**src/sv/midi_note_arpeggiating_voice_allocator_core_assert.svh**
```systemverilog
// ----------------------------------------------------------------------------
// Assertion macros for the arpeggiating voice allocator
// Concurrent checks; define ASSERT_OFF to compile them out.
// ----------------------------------------------------------------------------
`ifndef MIDI_NOTE_ARPEGGIATING_VOICE_ALLOCATOR_CORE_ASSERT_SVH
`define MIDI_NOTE_ARPEGGIATING_VOICE_ALLOCATOR_CORE_ASSERT_SVH
`ifndef ASSERT_OFF
`define MNAVA_ASSERT(lbl, clk, rst_n, prop) \
  lbl: assert property (@(posedge clk) disable iff (!rst_n) prop) \
    else $error("mnava: property violated");
`define MNAVA_NEVER(lbl, clk, rst_n, expr) \
  lbl: assert property (@(posedge clk) disable iff (!rst_n) !(expr)) \
    else $error("mnava: forbidden condition");
`else
`define MNAVA_ASSERT(lbl, clk, rst_n, prop)
`define MNAVA_NEVER(lbl, clk, rst_n, expr)
`endif
`endif

```
**src/sv/mnava_pkg.sv**
```systemverilog
// ----------------------------------------------------------------------------
// mnava_pkg
// Types, opcodes and constants shared by the voice allocator modules.
// ----------------------------------------------------------------------------
package mnava_pkg;

  localparam int NOTE_W  = 7;
  localparam int COUNT_W = 3;
  localparam int TICK_W  = 7;

  localparam logic [7:0] SENSE_BYTE  = 8'hFE;
  localparam logic [7:0] STATUS_MASK = 8'hF0;
  localparam logic [7:0] STATUS_ON   = 8'h90;
  localparam logic [7:0] STATUS_OFF  = 8'h80;

  localparam logic [TICK_W-1:0] TICK_RESET = 7'd32;

  localparam logic [1:0] OP_NOP  = 2'd0;
  localparam logic [1:0] OP_TICK = 2'd1;
  localparam logic [1:0] OP_ON   = 2'd2;
  localparam logic [1:0] OP_OFF  = 2'd3;

  typedef struct packed {
    logic [1:0]        kind;
    logic [NOTE_W-1:0] note;
  } op_t;

  function automatic logic [TICK_W-1:0] delay_lookup(input logic [COUNT_W-1:0] n);
    logic [TICK_W-1:0] d;
    case (n)
      3'd1:    d = 7'd64;
      3'd2:    d = 7'd32;
      3'd3:    d = 7'd21;
      3'd4:    d = 7'd16;
      3'd5:    d = 7'd13;
      3'd6:    d = 7'd10;
      default: d = 7'd0;
    endcase
    return d;
  endfunction

endpackage

```
**src/sv/mnava_if.sv**
```systemverilog
// ----------------------------------------------------------------------------
// mnava channel interfaces
// Valid/ready channels for incoming requests and outgoing speaker results.
// ----------------------------------------------------------------------------
interface mnava_in_if;
  logic       valid;
  logic       ready;
  logic       command;
  logic [7:0] data_byte;

  modport source (output valid, output command, output data_byte, input ready);
  modport sink   (input valid, input command, input data_byte, output ready);
endinterface

interface mnava_out_if;
  logic       valid;
  logic       ready;
  logic [6:0] sounding_note;
  logic       speaker_on;
  logic [2:0] voice_count;

  modport source (output valid, output sounding_note, output speaker_on,
                  output voice_count, input ready);
  modport sink   (input valid, input sounding_note, input speaker_on,
                  input voice_count, output ready);
endinterface

```
**src/sv/mnava_front.sv**
```systemverilog
// ----------------------------------------------------------------------------
// mnava_front
// Parses MIDI bytes and ticks into slot operations; tracks the armed note and
// velocity bytes.
// ----------------------------------------------------------------------------
module mnava_front (
  input  logic              clk,
  input  logic              rst_n,
  mnava_in_if.sink          in_chan,
  output mnava_pkg::op_t    op_o,
  output logic              op_valid_o,
  input  logic              op_ready_i
);
  import mnava_pkg::*;

  logic exp_on_r, exp_on_nxt;
  logic exp_off_r, exp_off_nxt;
  logic exp_vel_r, exp_vel_nxt;
  logic accept;
  logic [7:0] b;

  assign b          = in_chan.data_byte;
  assign in_chan.ready = op_ready_i;
  assign op_valid_o = in_chan.valid;
  assign accept     = in_chan.valid && op_ready_i;

  always_comb begin
    exp_on_nxt  = exp_on_r;
    exp_off_nxt = exp_off_r;
    exp_vel_nxt = exp_vel_r;
    op_o.kind   = OP_NOP;
    op_o.note   = b[NOTE_W-1:0];
    if (in_chan.command) begin
      op_o.kind = OP_TICK;
    end else if (b != SENSE_BYTE) begin
      exp_vel_nxt = 1'b0;
      if (exp_on_r) begin
        op_o.kind   = OP_ON;
        exp_on_nxt  = 1'b0;
        exp_vel_nxt = 1'b1;
      end else if (exp_off_r) begin
        op_o.kind   = OP_OFF;
        exp_off_nxt = 1'b0;
        exp_vel_nxt = 1'b1;
      end
      if ((b & STATUS_MASK) == STATUS_ON) begin
        exp_on_nxt = 1'b1;
      end else if ((b & STATUS_MASK) == STATUS_OFF) begin
        exp_off_nxt = 1'b1;
      end
    end
  end

  always_ff @(posedge clk) begin
    if (!rst_n) begin
      exp_on_r  <= 1'b0;
      exp_off_r <= 1'b0;
      exp_vel_r <= 1'b0;
    end else if (accept) begin
      exp_on_r  <= exp_on_nxt;
      exp_off_r <= exp_off_nxt;
      exp_vel_r <= exp_vel_nxt;
    end
  end

endmodule

```
**src/sv/mnava_fifo.sv**
```systemverilog
// ----------------------------------------------------------------------------
// mnava_fifo
// Two-entry operation queue between the parser and the voice engine.
// ----------------------------------------------------------------------------
module mnava_fifo (
  input  logic              clk,
  input  logic              rst_n,
  input  mnava_pkg::op_t    push_op_i,
  input  logic              push_valid_i,
  output logic              push_ready_o,
  output mnava_pkg::op_t    pop_op_o,
  output logic              pop_valid_o,
  input  logic              pop_ready_i
);
  import mnava_pkg::*;

  op_t        mem_r [2];
  logic       wr_ptr_r;
  logic       rd_ptr_r;
  logic [1:0] cnt_r, cnt_nxt;
  logic       push, pop;

  assign push_ready_o = (cnt_r != 2'd2);
  assign pop_valid_o  = (cnt_r != 2'd0);
  assign pop_op_o     = mem_r[rd_ptr_r];
  assign push         = push_valid_i && push_ready_o;
  assign pop          = pop_valid_o && pop_ready_i;

  always_comb begin
    cnt_nxt = cnt_r;
    if (push && !pop) begin
      cnt_nxt = cnt_r + 2'd1;
    end else if (pop && !push) begin
      cnt_nxt = cnt_r - 2'd1;
    end
  end

  always_ff @(posedge clk) begin
    if (push) begin
      mem_r[wr_ptr_r] <= push_op_i;
    end
  end

  always_ff @(posedge clk) begin
    if (!rst_n) begin
      wr_ptr_r <= 1'b0;
      rd_ptr_r <= 1'b0;
      cnt_r    <= 2'd0;
    end else begin
      if (push) wr_ptr_r <= ~wr_ptr_r;
      if (pop)  rd_ptr_r <= ~rd_ptr_r;
      cnt_r <= cnt_nxt;
    end
  end

endmodule

```
**src/sv/mnava_back.sv**
```systemverilog
// ----------------------------------------------------------------------------
// mnava_back
// Voice engine: note slots, tick countdown, arpeggio rotation, output register.
// ----------------------------------------------------------------------------
`include "midi_note_arpeggiating_voice_allocator_core_assert.svh"

module mnava_back #(
  parameter int VOICES = 6
) (
  input  logic              clk,
  input  logic              rst_n,
  input  mnava_pkg::op_t    op_i,
  input  logic              op_valid_i,
  output logic              op_ready_o,
  mnava_out_if.source       out_chan
);
  import mnava_pkg::*;

  localparam int PTR_W = (VOICES > 1) ? $clog2(VOICES) : 1;
  localparam logic [COUNT_W-1:0] VOICES_C = COUNT_W'(VOICES);
  localparam logic [PTR_W:0]     VOICES_P = (PTR_W+1)'(VOICES);

  logic [NOTE_W-1:0]  slots_r [VOICES];
  logic [NOTE_W-1:0]  slots_nxt [VOICES];
  logic [COUNT_W-1:0] count_r, count_nxt;
  logic [PTR_W-1:0]   ptr_r, ptr_nxt;
  logic [TICK_W-1:0]  cd_r, cd_nxt;
  logic [NOTE_W-1:0]  cur_r, cur_nxt;
  logic               out_valid_r;
  logic [NOTE_W-1:0]  out_note_r;
  logic [COUNT_W-1:0] out_count_r;
  logic [VOICES-1:0]  occ;
  logic               take;
  logic               hit;
  logic [PTR_W:0]     sum;

  assign op_ready_o = !out_valid_r || out_chan.ready;
  assign take       = op_valid_i && op_ready_o;

  always_comb begin
    for (int j = 0; j < VOICES; j++) begin
      occ[j] = (slots_r[j] != '0);
    end
  end

  always_comb begin
    slots_nxt = slots_r;
    count_nxt = count_r;
    ptr_nxt   = ptr_r;
    cd_nxt    = cd_r;
    cur_nxt   = cur_r;
    hit       = 1'b0;
    sum       = '0;
    case (op_i.kind)
      OP_ON: begin
        for (int i = 0; i < VOICES; i++) begin
          if (!hit && slots_r[i] == '0) begin
            hit          = 1'b1;
            slots_nxt[i] = op_i.note;
          end
        end
        if (hit && count_r < VOICES_C) count_nxt = count_r + 3'd1;
      end
      OP_OFF: begin
        for (int i = 0; i < VOICES; i++) begin
          if (!hit && slots_r[i] == op_i.note) begin
            hit          = 1'b1;
            slots_nxt[i] = '0;
          end
        end
        if (hit && count_r != '0) count_nxt = count_r - 3'd1;
      end
      OP_TICK: begin
        if (cd_r == '0) begin
          cd_nxt = delay_lookup(count_r);
          if (count_r != '0) begin
            for (int k = 1; k <= VOICES; k++) begin
              sum = {1'b0, ptr_r} + (PTR_W+1)'(k);
              if (sum >= VOICES_P) sum = sum - VOICES_P;
              if (!hit && (occ[sum[PTR_W-1:0]] || k == VOICES)) begin
                hit     = 1'b1;
                ptr_nxt = sum[PTR_W-1:0];
              end
            end
          end
        end else begin
          cd_nxt = cd_r - 7'd1;
        end
      end
      default: ;
    endcase
    if (count_nxt != '0) begin
      if (slots_nxt[ptr_nxt] != '0) cur_nxt = slots_nxt[ptr_nxt];
    end else begin
      cur_nxt = '0;
    end
  end

  always_ff @(posedge clk) begin
    if (!rst_n) begin
      for (int i = 0; i < VOICES; i++) slots_r[i] <= '0;
      count_r     <= '0;
      ptr_r       <= '0;
      cd_r        <= TICK_RESET;
      cur_r       <= '0;
      out_valid_r <= 1'b0;
    end else begin
      if (take) begin
        slots_r     <= slots_nxt;
        count_r     <= count_nxt;
        ptr_r       <= ptr_nxt;
        cd_r        <= cd_nxt;
        cur_r       <= cur_nxt;
        out_valid_r <= 1'b1;
      end else if (out_chan.ready) begin
        out_valid_r <= 1'b0;
      end
    end
  end

  always_ff @(posedge clk) begin
    if (take) begin
      out_note_r  <= cur_nxt;
      out_count_r <= count_nxt;
    end
  end

  assign out_chan.valid         = out_valid_r;
  assign out_chan.sounding_note = out_note_r;
  assign out_chan.speaker_on    = (out_note_r != '0);
  assign out_chan.voice_count   = out_count_r;

  `MNAVA_NEVER(a_count_max, clk, rst_n, count_r > VOICES_C)
  `MNAVA_NEVER(a_ptr_range, clk, rst_n, {1'b0, ptr_r} >= VOICES_P)
  `MNAVA_ASSERT(a_silent_empty, clk, rst_n, (count_r == '0) |-> (cur_r == '0))
  `MNAVA_ASSERT(a_out_matches, clk, rst_n, (take && !$past(1'b0)) |=> (out_note_r == cur_r))

endmodule

```
**src/sv/midi_note_arpeggiating_voice_allocator_core.sv**
```systemverilog
// ----------------------------------------------------------------------------
// midi_note_arpeggiating_voice_allocator_core
// MIDI note parser and arpeggiating single-voice allocator for a speaker.
// ----------------------------------------------------------------------------
//  channel   dir   handshake     payload
//  in_chan   in    valid/ready   command, data_byte
//  out_chan  out   valid/ready   sounding_note, speaker_on, voice_count
//
//  One request per cycle sustained while out_chan is ready; one result per
//  request, in order. Each request is registered in the 2-entry queue after
//  the parser, then in the output register after the voice engine.
//  Reset is synchronous; all slots clear at once, no clearing pass.
//  A stalled output holds its register, then the queue fills, then in ready
//  drops.
module midi_note_arpeggiating_voice_allocator_core #(
  parameter int VOICES = 6
) (
  input  logic         clk,
  input  logic         rst_n,
  mnava_in_if.sink     in_chan,
  mnava_out_if.source  out_chan
);
  import mnava_pkg::*;

  op_t  front_op;
  logic front_valid, front_ready;
  op_t  back_op;
  logic back_valid, back_ready;

  mnava_front u_front (
    .clk        (clk),
    .rst_n      (rst_n),
    .in_chan    (in_chan),
    .op_o       (front_op),
    .op_valid_o (front_valid),
    .op_ready_i (front_ready)
  );

  mnava_fifo u_fifo (
    .clk          (clk),
    .rst_n        (rst_n),
    .push_op_i    (front_op),
    .push_valid_i (front_valid),
    .push_ready_o (front_ready),
    .pop_op_o     (back_op),
    .pop_valid_o  (back_valid),
    .pop_ready_i  (back_ready)
  );

  mnava_back #(
    .VOICES (VOICES)
  ) u_back (
    .clk        (clk),
    .rst_n      (rst_n),
    .op_i       (back_op),
    .op_valid_i (back_valid),
    .op_ready_o (back_ready),
    .out_chan   (out_chan)
  );

endmodule
```
**src/flat_wrapper.sv**
```systemverilog
// flat-port wrapper written by rule: the top's interface ports become plain ports
module midi_note_arpeggiating_voice_allocator_core_flat import mnava_pkg::*;
#(
  parameter int VOICES = 6
)
  (clk, rst_n, in_chan_valid, in_chan_command, in_chan_data_byte, in_chan_ready, out_chan_valid, out_chan_sounding_note, out_chan_speaker_on, out_chan_voice_count, out_chan_ready);
  mnava_in_if in_chan_i ();
  mnava_out_if out_chan_i ();
  input  logic clk;
  input  logic rst_n;
  input wire logic [$bits(in_chan_i.valid)-1:0] in_chan_valid;
  input wire logic [$bits(in_chan_i.command)-1:0] in_chan_command;
  input wire logic [$bits(in_chan_i.data_byte)-1:0] in_chan_data_byte;
  output wire logic [$bits(in_chan_i.ready)-1:0] in_chan_ready;
  output wire logic [$bits(out_chan_i.valid)-1:0] out_chan_valid;
  output wire logic [$bits(out_chan_i.sounding_note)-1:0] out_chan_sounding_note;
  output wire logic [$bits(out_chan_i.speaker_on)-1:0] out_chan_speaker_on;
  output wire logic [$bits(out_chan_i.voice_count)-1:0] out_chan_voice_count;
  input wire logic [$bits(out_chan_i.ready)-1:0] out_chan_ready;
  assign in_chan_i.valid = in_chan_valid;
  assign in_chan_i.command = in_chan_command;
  assign in_chan_i.data_byte = in_chan_data_byte;
  assign in_chan_ready = in_chan_i.ready;
  assign out_chan_valid = out_chan_i.valid;
  assign out_chan_sounding_note = out_chan_i.sounding_note;
  assign out_chan_speaker_on = out_chan_i.speaker_on;
  assign out_chan_voice_count = out_chan_i.voice_count;
  assign out_chan_i.ready = out_chan_ready;
  midi_note_arpeggiating_voice_allocator_core #(.VOICES(VOICES)) u_core (.clk(clk), .rst_n(rst_n), .in_chan(in_chan_i), .out_chan(out_chan_i));
endmodule
```
**config.mk**
```make
export PLATFORM = sky130hd
export DESIGN_NAME = midi_note_arpeggiating_voice_allocator_core_flat
export DESIGN_NICKNAME = d
export VERILOG_FILES = /design/src/sv/mnava_pkg.sv /design/src/sv/mnava_if.sv /design/src/sv/mnava_front.sv /design/src/sv/mnava_fifo.sv /design/src/sv/mnava_back.sv /design/src/sv/midi_note_arpeggiating_voice_allocator_core.sv /design/src/flat_wrapper.sv
export VERILOG_INCLUDE_DIRS = /design/src /design/src/sv
export SDC_FILE = /design/constraint.sdc
export NUM_CORES = 1
export LEC_CHECK = 0
export BUFFER_PORTS_ARGS = -buffer_cell sky130_fd_sc_hd__buf_2
export CORE_ASPECT_RATIO = 1.2
export CORE_MARGIN = 2
export CORE_UTILIZATION = 55
export DETAILED_ROUTE_END_ITERATION = 12
export MAX_ROUTING_LAYER = met4
export PLACE_DENSITY = 0.72
export SYNTH_ARGS = -nofsm -noshare
export SYNTH_HDL_FRONTEND = slang
export SYNTH_HIERARCHICAL = 1
export SYNTH_SLANG_ARGS = --single-unit
```
**constraint.sdc**
```tcl
create_clock -name clk -period 5.9 [get_ports clk]
set_input_delay 0.885 -clock clk [delete_from_list [all_inputs] [get_ports clk]]
set_output_delay 0.885 -clock clk [all_outputs]
set_load 0.02 [all_outputs]
```
==> results.py <==
metrics = {
    "synthesis": {
        "synthSimpleGateAreaFrac_pct": 24.37,
        "synth-xor-area-share_pct": 6.960,
        "synth_cells": 861,
        "muxShareOfSynthArea_pct": 3.192,
        "synth_nets": 892,
        "synth_top_family_by_area": "compound AO/OA/AOI/OAI gates",
        "yosysSeqAreaShare_pct": 31.26,
        "yosys.area_share.adder_pct": 3.140,
        "synthArstFlopShare_pct": 0,
        "synth-compound-area-share_pct": 25.38,
        "synthDistinctLibCells": 99,
        "synth-edff-count": 28,
        "synthesis.area_sq_um": 7173,
        "ys_ff_latch": 98,
        "ys_warn_count": 6,
        "avgSynthCellArea_sq_um": 8.331,
        "ys.flop_type": "dfxtp_1",
    },
    "worst_setup_path": {
        "reg2reg_slack_ns": 0.72,
        "crit_path_end_kind": "flop",
        "max_stage_delay_ns": 0.90,
        "critPathLaunchType": "flop",
        "worstSetupPathType": "flop to flop",
        "path_cells": "inv_1, ha_1, o21ba_2, a22oi_1, a211oi_1, o21a_4, nor4_1, nand3_1, a32oi_1, mux2_2, o221ai_1, a211oi_4, a31o_2",
        "timing.rr.start": "u_core/u_back/ptr_r[1]$_SDFFE_PN0P_",
        "startpoint": "u_core/u_back/ptr_r[1]$_SDFFE_PN0P_",
        "timing.rr.end": "u_core/u_back/out_chan.sounding_note[0]$_DFFE_PP_",
        "critPathSlowestCell": "a32oi_1",
        "crit_required_ns": 6.02,
        "reg2regPathDepth": 13,
        "crit_arrival_ns": 5.30,
        "cp_max_fo": 17,
    },
    "placed_design": {
        "gp_congestion": 1.025,
        "numPortBuffers": 25,
        "dp_hpwl_um": 15490,
        "dp.cells": 997,
    },
    "timing": {
        "min_period_ns": 5.184,
        "tightest_slew_ns": 1.249,
        "drv_slew": 0,
        "finalSetupViolCount": 0,
        "setup-tns-final_ns": 0,
        "rsz0062_at_grt": "no",
        "skew_ns": 0.01198,
        "hold_violations": 0,
        "max_slew_margin_pct": 15.96,
        "min_period_over_period_pct": 87.86,
        "max_clock_freq_mhz": 192.9,
    },
    "worst_hold_path": {
        "min_to": "u_core/u_back/cur_r[1]$_SDFFE_PN0P_",
        "hold_class": "flop to flop",
        "min_from": "u_core/u_back/cur_r[1]$_SDFFE_PN0P_",
        "holdPathStages": 2,
    },
    "clock_tree": {
        "insertion_delay_ns": 0.36,
        "clock_sinks": 98,
        "h-tree-depth": 3,
        "cts_root_buf": "clkbuf_16",
        "cts_tree": "yes",
        "cts_max_path_buffers": 2,
        "clk_pin_slew_ns": 0.08,
        "cts_made_buffers": 9,
        "cts-hold-fix-buffers": 0,
        "post-cts-setup-buffer-count": 0,
        "cts_resized": 0,
    },
    "global_route": {
        "grt_pass1_wl_um": 34380,
        "gr-total-overflow": 0,
        "grt_pass1_vias": 6380,
        "globalRouteTotalUtil_pct": 32.63,
        "antenna_found_initial": 0,
        "grt_max_degree": 63,
    },
    "detailed_routing": {
        "routed_wl_um": 21610,
        "drt_first_pass_iters": 7,
        "ant_nets": 0,
        "via_per_inst": 6.763,
        "drt_iter0_drc": 820,
        "post_drt_wl_per_cell_um": 21.34,
        "drc": 0,
        "via_count": 6851,
    },
    "floorplanning": {
        "start_util_pct": 56.62,
        "die_w_um": 108.3,
        "rows": 45,
        "core_sq_um": 12670,
        "dieArea_sq_um": 13980,
        "ios": 26,
        "dieHeight_um": 129.1,
    },
    "layout": {
        "nets": 875,
        "regArea_sq_um": 2242,
        "final_cell_mix": "93 x nor2_1, 73 x nand2_1, 70 x dfxtp_1, 46 x a21oi_1, 32 x xnor2_1",
        "areaGrowthSynthToFinish_pct": 6.035,
        "multi_input_area_sq_um": 4522,
        "drive_gt1_share_pct": 12.96,
        "final_common_cell": "nor2_1",
        "fillCellCount": 1144,
        "final_cells": 1013,
        "antenna_cells": 0,
    },
    "pwr": {
        "vdd_drop_max_v": 0.0004526,
        "leakagePower_nw": 2.714,
        "power.density_nw_per_um2": 507.9,
    },
    "run_status": {
        "status": "completed",
    },
    "job": {
        "drv_cap": 0,
    },
}
## through the flow
stage	area [sq um]	power, mW	hold slack, ns	util [%]	setup slack (ns)
2_1_floorplan	7173	2.686	0.4518	-	1.479
5_1_grt	7606	4.107	0.5192	60.04	0.3450
3_3_place_gp	7286	3.149	0.4709	57.51	0.9451
4_1_cts	7606	3.826	0.4883	60.04	0.7665
6_report	7606	3.863	0.4882	60.04	0.7161
3_5_place_dp	7286	3.174	0.4771	57.51	0.7788
## worst max-delay path by stage
stage | to | slack, ns | depth (start not counted)
floorplan | u_core/u_back/cur_r[3]$_SDFFE_PN0P_ | 1.48 | 15
global placement | u_core/u_back/cur_r[3]$_SDFFE_PN0P_ | 0.95 | 14
detailed placement | u_core/u_back/out_chan.sounding_note[0]$_DFFE_PP_ | 0.78 | 13
CTS | u_core/u_back/out_chan.sounding_note[0]$_DFFE_PP_ | 0.77 | 13
global route | u_core/u_back/cur_r[6]$_SDFFE_PN0P_ | 0.35 | 13
finish | u_core/u_back/out_chan.sounding_note[0]$_DFFE_PP_ | 0.72 | 13
## Yosys cell counts (5+ instances only)
cell | instances | area (sq um)
nor2_1 | 93 | 349.1
nand2_1 | 73 | 274.0
dfxtp_1 | 70 | 1401
a21oi_1 | 46 | 230.2
clkbuf_1 | 38 | 142.6
xnor2_1 | 32 | 280.3
edfxtp_1 | 28 | 840.8
nand3_1 | 28 | 140.1
xor2_1 | 25 | 219.0
inv_1 | 24 | 90.09
nor3_1 | 23 | 115.1
nor4_1 | 22 | 137.6
o21ai_0 | 20 | 100.1
a32oi_1 | 19 | 166.4
a31oi_1 | 18 | 112.6
ha_1 | 18 | 225.2
a211oi_1 | 17 | 127.6
a22oi_1 | 17 | 127.6
buf_2 | 15 | 75.07
nand4_1 | 15 | 93.84
and2_1 | 12 | 75.07
o211ai_1 | 12 | 90.09
mux2_2 | 11 | 123.9
buf_4 | 9 | 67.56
mux2i_1 | 9 | 90.09
o2111ai_1 | 9 | 78.83
or3_1 | 8 | 50.05
o22ai_1 | 6 | 37.54
o31ai_1 | 6 | 45.04
a311oi_1 | 5 | 43.79
or2_1 | 5 | 31.28
or2_2 | 5 | 31.28
or4_1 | 5 | 37.54
## report_power, final
group	total (mW)	switching [mW]	internal (mW)	leakage, nW
combinational	2.27	1.49	0.773	1.73
clock	0.635	0.293	0.342	0.150
sequential	0.962	0.122	0.840	0.835
total	3.86	1.91	1.95	2.71
## final cells by class
| cell class | count | share of cell area, % |
|---|---|---|
| Clock inverter | 7 | 1.250 |
| Sequential cell | 98 | 29.48 |
| Inverter | 25 | 1.234 |
| Tap cell | 164 | 2.698 |
| Timing Repair Buffer | 38 | 2.928 |
| Multi-Input combinational cell | 672 | 59.45 |
| Clock buffer | 9 | 2.961 |
## state kept, by name, indices dropped and copies added (netlist names), named ones only
signal / flops
u_core/u_fifo/mem_r: 18
u_core/u_back/cur_r: 7
u_core/u_back/out_chan.sounding_note: 7
u_core/u_front/exp_on_r: 1
u_core/u_fifo/rd_ptr_r: 1
u_core/u_back/ptr_r: 3
u_core/u_back/count_r: 3
u_core/u_front/exp_off_r: 1
u_core/u_back/cd_r: 7
u_core/u_back/slots_r: 42
u_core/u_back/out_chan.valid: 1
u_core/u_back/out_chan.voice_count: 3
u_core/u_fifo/wr_ptr_r: 1
u_core/u_fifo/cnt_r: 2
## logic make-up (layout without fill, tap and decap cells)
| logic type | count (synthesis) | after routing |
|---|---|---|
| buffers and inverters | 91 | 79 |
| AO/OA/AOI/OAI | 241 | 241 |
| multiplexers | 21 | 21 |
| AND/OR/NAND/NOR | 335 | 335 |
| adder cells (fa/ha/maj) | 18 | 18 |
| XOR/XNOR | 57 | 57 |
| flip-flops | 98 | 98 |
## layer usage
layer | up-vias | global-route usage (%) | wire (um)
met2 | 341 | 54.86 | 10570
li1 | 3196 | - | -
met3 | 54 | 3.823 | 1488
met1 | 3260 | 39.68 | 8817
met5 | - | - | 0
met4 | 0 | 13.57 | 741
## critical path, delay by kind of cell (launching register included)
family	cells	cell delay, ns
AOI/OAI and AO/OA	8	2.68
muxes	1	0.44
buffers and inverters	1	0.25
DFF	1	0.53
and+or+nand+nor	2	0.51
adders and majority gates	1	0.54
Note: power is estimated with default switching activity, not from simulation.
